**config.mk**
```make
export PLATFORM = sky130hd
export DESIGN_NAME = iml_cfg_regs
export DESIGN_NICKNAME = d
export VERILOG_FILES = /design/src/design/iml_pkg.sv /design/src/design/iml_cfg_regs.sv
export SDC_FILE = /design/constraint.sdc
export NUM_CORES = 1
export LEC_CHECK = 0
export BUFFER_PORTS_ARGS = -buffer_cell sky130_fd_sc_hd__buf_2
export CORE_ASPECT_RATIO = 1.75
export CORE_MARGIN = 2
export CORE_UTILIZATION = 47
export CTS_CLUSTER_DIAMETER = 200
export DETAILED_ROUTE_END_ITERATION = 6
export PLACE_DENSITY = 0.8
export SETUP_SLACK_MARGIN = 0.15
export SLEW_MARGIN = 20
export SYNTH_ARGS = -nofsm -noshare
export SYNTH_HDL_FRONTEND = slang
export SYNTH_SLANG_ARGS = --single-unit
```
**constraint.sdc**
```tcl
create_clock -name i_clk -period 1.2 [get_ports i_clk]
set_input_delay 0.06 -clock i_clk [delete_from_list [all_inputs] [get_ports i_clk]]
set_output_delay 0.06 -clock i_clk [all_outputs]
set_load 0.02 [all_outputs]
```
**src/design/iml_pkg.sv**
```systemverilog
`timescale 1ns / 1ps

package iml_pkg;

    localparam int ROWS_DEF = 64;
    localparam int COLS_DEF = 64;

    localparam int SITE_W = 12;
    localparam int RND_W  = 32;
    localparam int MAG_W  = 14;
    localparam int ENG_W  = 15;

    localparam int APB_AW = 3;
    localparam int APB_DW = 32;

    // register select is paddr bit 2
    localparam logic REG_THR_FOUR  = 1'b0;
    localparam logic REG_THR_EIGHT = 1'b1;

    localparam logic [RND_W-1:0] THR_FOUR_RST  = 32'd737360000;
    localparam logic [RND_W-1:0] THR_EIGHT_RST = 32'd126590000;

    localparam logic ACT_LOAD   = 1'b0;
    localparam logic ACT_UPDATE = 1'b1;

    // site / COLS by reciprocal multiply
    localparam int RECIP_SHIFT = 24;
    localparam int RECIP_W     = 23;

    typedef struct packed {
        logic [RND_W-1:0] four;
        logic [RND_W-1:0] eight;
    } t_thresholds;

endpackage

```
**src/design/iml_cfg_regs.sv**
```systemverilog
`timescale 1ns / 1ps

module iml_cfg_regs (
    input  logic                           i_clk,
    input  logic                           i_rst_n,
    input  logic                           psel,
    input  logic                           penable,
    input  logic                           pwrite,
    input  logic [iml_pkg::APB_AW-1:0]     paddr,
    input  logic [iml_pkg::APB_DW-1:0]     pwdata,
    output logic [iml_pkg::APB_DW-1:0]     prdata,
    output logic                           pready,
    output iml_pkg::t_thresholds           o_thr
);

    iml_pkg::t_thresholds r_thr;
    logic                 wr_xfer;

    assign pready  = 1'b1;
    assign wr_xfer = psel && penable && pwrite && pready;

    always_ff @(posedge i_clk) begin
        if (!i_rst_n) begin
            r_thr.four  <= iml_pkg::THR_FOUR_RST;
            r_thr.eight <= iml_pkg::THR_EIGHT_RST;
        end else if (wr_xfer) begin
            unique case (paddr[2])
                iml_pkg::REG_THR_FOUR:  r_thr.four  <= pwdata;
                iml_pkg::REG_THR_EIGHT: r_thr.eight <= pwdata;
                default:                r_thr.four  <= r_thr.four;
            endcase
        end
    end

    always_comb begin
        unique case (paddr[2])
            iml_pkg::REG_THR_FOUR:  prdata = r_thr.four;
            iml_pkg::REG_THR_EIGHT: prdata = r_thr.eight;
            default:                prdata = '0;
        endcase
    end

    assign o_thr = r_thr;

endmodule

```
==> results by group, run 1 <==
Finish
  – Design area: approximately 5000 µm²
  – Layout area overhead: 66.5%
  – # diodes: 0
  – Fillers: approximately 340
  – Post-layout net count: around 540
  – Layout cell share with drive strength beyond 1: about three fifths
  – Largest register FFs: 64
  – Cell Count, Final, Fillers Out: approximately 590

Synth
  – Synth top area cells: dfxtp_1 (43%), mux2i_1 (21%), mux2_2 (12%)
  – Yosys reg bits: 64
  – Top FF cell, synth: dfxtp_1
  – Mean Syn Cell Area: about 10 µm²
  – Post-synth EDFFs: 0
  – Yosys warnings: 0
  – Netlist cell types: 13
  – Top cell type by total area after synthesis: dfxtp_1
  – Mapped Cells: 297
  – Post-synth ARST share: 0%
  – Syn nets: between 300 and 400
  – Synth top area share: between 40% and 50%
  – Seq/Total Area, Yosys: 42.7%
  – Commonest cells post-synth: dfxtp_1 (64), mux2i_1 (64), nand2_1 (62), nor2b_1 (47), mux2_2 (32)
  – Post-Synthesis Cell Area: between 3000 and 4000 µm²

Drt
  – ANT nets after route: 0
  – Residual DRC count: 0
  – WL/cell: approximately 16 µm
  – 1st-iter DRT viols: about 110
  – Total wire length: 9.38 mm
  – Vias per Instance: approximately 5
  – Via count: between 2000 and 3000
  – Pre-antenna DRT Iters: 4

Worst hold path
  – Worst min path class: in2reg

Clocking
  – Clk Latency, worst-skew pair: about 330 ps
  – Worst-path clk slew: roughly 80 ps
  – Total CTS buffers: 9
  – CTS sink cnt: 64
  – TritonCTS clock tree: built
  – Htree depth: 3
  – Root Driver: clkbuf_8
  – Max Root-Sink Buffers: 2

Critical path
  – Startpoint types: register
  – Worst setup EP type: output pin
  – Crit-path leading delay family: flip-flops
  – CP cell instances: mux2_4, buf_6
  – Crit-path max FO: 3
  – Slowest-stage cell, CP: dfxtp_2
  – Crit Path Category: reg2out
  – Worst Path Required: ~1100 ps
  – CP Data Arrival Time: 1090 ps
  – Worst path bufs/invs: 1
  – Max incr delay on CP: 330 ps

Outcome
  – Status: complete, no violations

Floorplan
  – Die Y: 110 µm
  – Ports: 137
  – Initial Util: 48.6%
  – Die ar.: between 7000 and 8000 µm²
  – # rows: 38
  – Die Wd: 64.4 µm
  – CORE AREA: between 6000 and 7000 µm²

Place
  – Pre-CTS setup slack: approximately 110 ps
  – Placer's final routability congestion estimate: 0.794
  – Post-placement cell area: 3750 µm²
  – Post-DP HPWL: slightly below 5 mm
  – Placed cell count: around 500
  – Number of I/O port buffers: between 100 and 150

GRT
  – Number of global-route vias before repair: roughly 3100
  – First-pass GRT wire length: between 10 and 15 mm
  – Initial antenna violation count: 0
  – GRT overflow: 0
  – Largest net degree at the start of global routing: slightly below 60
  – Gr usage total: between 20% and 30%

Power and ir drop
  – Leakage: roughly 0.0023 µW
  – Power density over the cells: a little over 1000 nW/µm²
  – Peak supply drop: around 0.00076 V

STA
  – Final Cycle Share: between 90% and 100%
  – WHS: about 12 ps
  – Max Slew Vio Count: 0
  – Post-Route Setup TNS: 0 ps
  – F_max: 871 MHz
  – Unrepaired setup endpoints after global routing: yes
  – Setup-failing EPs final: 0
  – Final worst setup slack: 52.1 ps
  – Post-layout min period: ~1100 ps
  – Worst clock skew: 0 ps
  – Final hold vios: 0

Flow run
  – Max Cap Viol: 0
[worst register-to-register path, stage by stage, from the launching register on]
cell and delay, ps:
dfxtp_2 330, buf_4 130, nor2b_1 180, mux2i_1 110
[placed cells by master (no fill, tap or decap), types with 10 or more instances in the layout]
master / synthesis / layout
mux2i_1: 64 / 64
mux2_2: 32 / 10
dfxtp_2: 0 / 64
buf_6: 7 / 32
buf_2: 6 / 101
mux2_4: 0 / 22
nor2b_1: 47 / 47
nand2_1: 62 / 62
dlygate4sd3_1: 0 / 30
buf_4: 2 / 51
[where the power goes]
group	internal, µW	switching (µW)
combinational	448	410
clock	1170	870
sequential	2180	31.0
[logic make-up (layout without fill, tap and decap cells)]
group,count (synthesis),in the layout,synth area share (%)
simple gates,112,112,18.6
mux,96,96,33.3
other cells,1,1,0.125
buf+inv,24,236,5.25
flops,64,64,42.7
[metal layers]
layer | vias to the layer above | GRT usage, % | share of wire [%]
met2 | 128 | 49.2 | 55
met1 | 1391 | 25.3 | 35
met4 | 0 | 18.5 | 5.3
met5 | - | 0 | 0
li1 | 1399 | - | -
met3 | 41 | 5.02 | 3.9
[metrics by stage]
step	utilization (%)	power (µW)
after global routing	80.9	5270
after CTS	79.4	5090
after detailed placement	60.7	2860
final	80.9	5110
after floorplan	-	2650
after global placement	60.7	2850
[worst paths after layout]
check	startpoint	slack (ps)	cells past startpoint	end
max	o_thr[14]	50	2	prdata[14]
min	pwdata[29]	10	3	o_thr[29]
max reg2reg	o_thr[43]	340	3	o_thr[43]
min reg2reg	o_thr[38]	470	2	o_thr[38]
[what timing repair did]
action                                 4_1_cts  5_1_grt
setup endpoints to repair                   32       32
gates resized for setup                    137       13
buffers inserted                            42        6
pin swaps                                    0        0
hold buffers                                30        0
endpoints found under the hold margin       53        0
[area by class of cell]
| cell class | count | area [µm²] | area share (%) |
|---|---|---|---|
| Clock buffer | 9 | 124 | 2.48 |
| Multi-Input combinational cell | 209 | 1650 | 32.9 |
| Clock inverter | 7 | 96.3 | 1.93 |
| Tap cell | 80 | 100 | 2.00 |
| Sequential cell | 64 | 1360 | 27.2 |
| Timing Repair Buffer | 220 | 1670 | 33.4 |
(Power assumes the default switching activity.)
==> run 2, diff against run 1 <==
--- a/config.mk
+++ b/config.mk
@@ -7,11 +7,12 @@
 export LEC_CHECK = 0
 export BUFFER_PORTS_ARGS = -buffer_cell sky130_fd_sc_hd__buf_2
 export CORE_ASPECT_RATIO = 1.75
-export CORE_MARGIN = 2
-export CORE_UTILIZATION = 47
+export CORE_MARGIN = 3
+export CORE_UTILIZATION = 48
+export CTS_BUF_LIST = sky130_fd_sc_hd__clkbuf_8
 export CTS_CLUSTER_DIAMETER = 200
 export DETAILED_ROUTE_END_ITERATION = 6
-export PLACE_DENSITY = 0.8
+export PLACE_DENSITY = 0.82
 export SETUP_SLACK_MARGIN = 0.15
 export SLEW_MARGIN = 20
 export SYNTH_ARGS = -nofsm -noshare
==> results by group, run 2 (synthesis gave the netlist of run 1 again) <==
Outcome
  – Status: finished, violations left
  – Violated checks: hold timing

Floorplan
  – Die Y: 111 µm (+0.81%)
  – # rows: 37 (-2.6%)
  – Die Wd: 65.8 µm (+2.1%)
  – Ports: 137 (unchanged)
  – Die ar.: 7280 µm² (+2.9%)
  – Initial Util: 50.3% (+1.7 points)
  – CORE AREA: 5970 µm² (-3.4%)

Place
  – Number of I/O port buffers: 133 (unchanged)
  – Pre-CTS setup slack: 131 ps (+19.7 ps)
  – Post-placement cell area: 3760 µm² (about the same)
  – Post-DP HPWL: 5.11 mm (+2.8%)
  – Placer's final routability congestion estimate: 0.756 (-4.8%)

Critical path
  – Slowest-stage cell, CP: dfxtp_2
  – Crit-path leading delay family: flip-flops
  – Crit-path max FO: 2 (-1)
  – Max incr delay on CP: 340 ps (about the same)
  – CP cell instances: mux2_2, buf_6
  – Worst Path Required: 1140 ps (about the same)
  – CP Data Arrival Time: 1070 ps (-20 ps)
  – Crit Path Category: reg2out
  – Worst path bufs/invs: 1 (unchanged)
  – Startpoint types: register
  – Worst setup EP type: output pin

GRT
  – GRT overflow: 0 (unchanged)
  – First-pass GRT wire length: 15.7 mm (+9.8%)
  – Largest net degree at the start of global routing: 65 (+10%)
  – Number of global-route vias before repair: 3316 (+5.9%)
  – Gr usage total: 28.0% (+1.8 points)
  – Initial antenna violation count: 1 (+1)

Finish
  – Multi-input logic area: 1660 µm² (+0.91%)
  – Layout area overhead: 68.9%
  – Post-layout net count: 551 (+1.3%)
  – Most frequent cells in the layout: buf_2 (101), mux2i_1 (64), dfxtp_2 (64)
  – Fillers: 304 (-10%)
  – Layout cell share with drive strength beyond 1: 60.7% (+0.93 points)
  – Register area: 1360 µm² (unchanged)
  – Commonest non-fill, non-tap cell in the layout: buf_2
  – Largest register FFs: 64 (unchanged)
  – Design area: 5070 µm² (+1.5%)

Clocking
  – CTS sink cnt: 64 (unchanged)
  – Htree depth: 3 (unchanged)
  – TritonCTS clock tree: built
  – Worst-path clk slew: 80 ps (about the same)
  – Total CTS buffers: 9 (unchanged)
  – Clk Latency, worst-skew pair: 320 ps (about the same)
  – Max Root-Sink Buffers: 2 (unchanged)
  – Root Driver: clkbuf_8

STA
  – WHS: -0.444 ps (-12.2 ps)
  – Max Slew Vio Count: 0 (unchanged)
  – Post-Route Setup TNS: 0 ps (unchanged)
  – Final worst setup slack: 68.8 ps (+16.7 ps)
  – Unrepaired setup endpoints after global routing: yes
  – Setup-failing EPs final: 0 (unchanged)
  – F_max: 884 MHz (+1.5%)
  – Post-layout min period: 1130 ps (-16.7 ps)
  – Final Cycle Share: 94.3% (-1.4 points)
  – Worst clock skew: 0 ps (unchanged)
  – Final hold vios: 1 (+1)

Worst hold path
  – Worst min path class: in2reg

Power and ir drop
  – Power density over the cells: 1020 nW/µm² (-0.62%)
  – Leakage: 0.00237 µW (+2.6%)
  – Peak supply drop: 0.000926 V (+21%)

Drt
  – Pre-antenna DRT Iters: 4 (unchanged)
  – Residual DRC count: 0 (unchanged)
  – ANT nets after route: 0 (unchanged)
  – Via count: 3035 (+2.6%)
  – WL/cell: 16.9 µm (+5.8%)
  – 1st-iter DRT viols: 138 (+30%)
  – Total wire length: 10.0 mm (+6.9%)
  – Vias per Instance: 5.10 (+1.5%)

Flow run
  – Max Cap Viol: 0 (unchanged)
==> run 2: through the flow <==
stage               std cells  total power (µW)  util [%]
floorplan                 297              2650         -
detailed placement        492              2870      62.9
global placement          492              2850      62.9
finish                    595              5150      84.9
CTS                       593              5110      84.1
global route              595              5300      84.9
==> run 2: worst paths after layout <==
check / startpoint / to / slack (ps) / cells past startpoint
max reg2reg: o_thr[53] / o_thr[53] / 370 / 3
min reg2reg: o_thr[35] / o_thr[35] / 470 / 2
min: pwdata[21] / o_thr[21] / -0.4 / 3
max: o_thr[10] / prdata[10] / 70 / 2
==> run 2: final cells by class <==
type,instances,share of cell area (%)
antenna,1,0.0493
clock buffer,10,2.71
clock inverter,6,1.65
multi-input combinational,209,32.8
sequential,64,26.8
tap,78,1.92
timing repair buffer,227,34.0
==> run 2: timing repair <==
| action | CTS | global route |
|---|---|---|
| hold buffers | 27 | 0 |
| buffers inserted | 58 | 1 |
| gates resized for setup | 144 | 10 |
| endpoints found under the hold margin | 37 | 0 |
| endpoints found under the setup margin | 32 | 32 |
==> run 2: layer usage <==
metal	wire length, µm	GRT usage [%]
met5	0	0
met3	368	3.66
met1	3530	26.7
met4	598	20.6
met2	5530	51.5
==> run 2: report_power, final <==
part | internal [µW] | switching (µW) | total [µW]
Sequential | 2180 | 31.1 | 2210
Clock | 1220 | 849 | 2060
Combinational | 456 | 418 | 874
==> run 2: worst min-delay path, cell delays in order <==
cell and delay (ps):
buf_2 110, nand2_1 60, mux2i_1 60
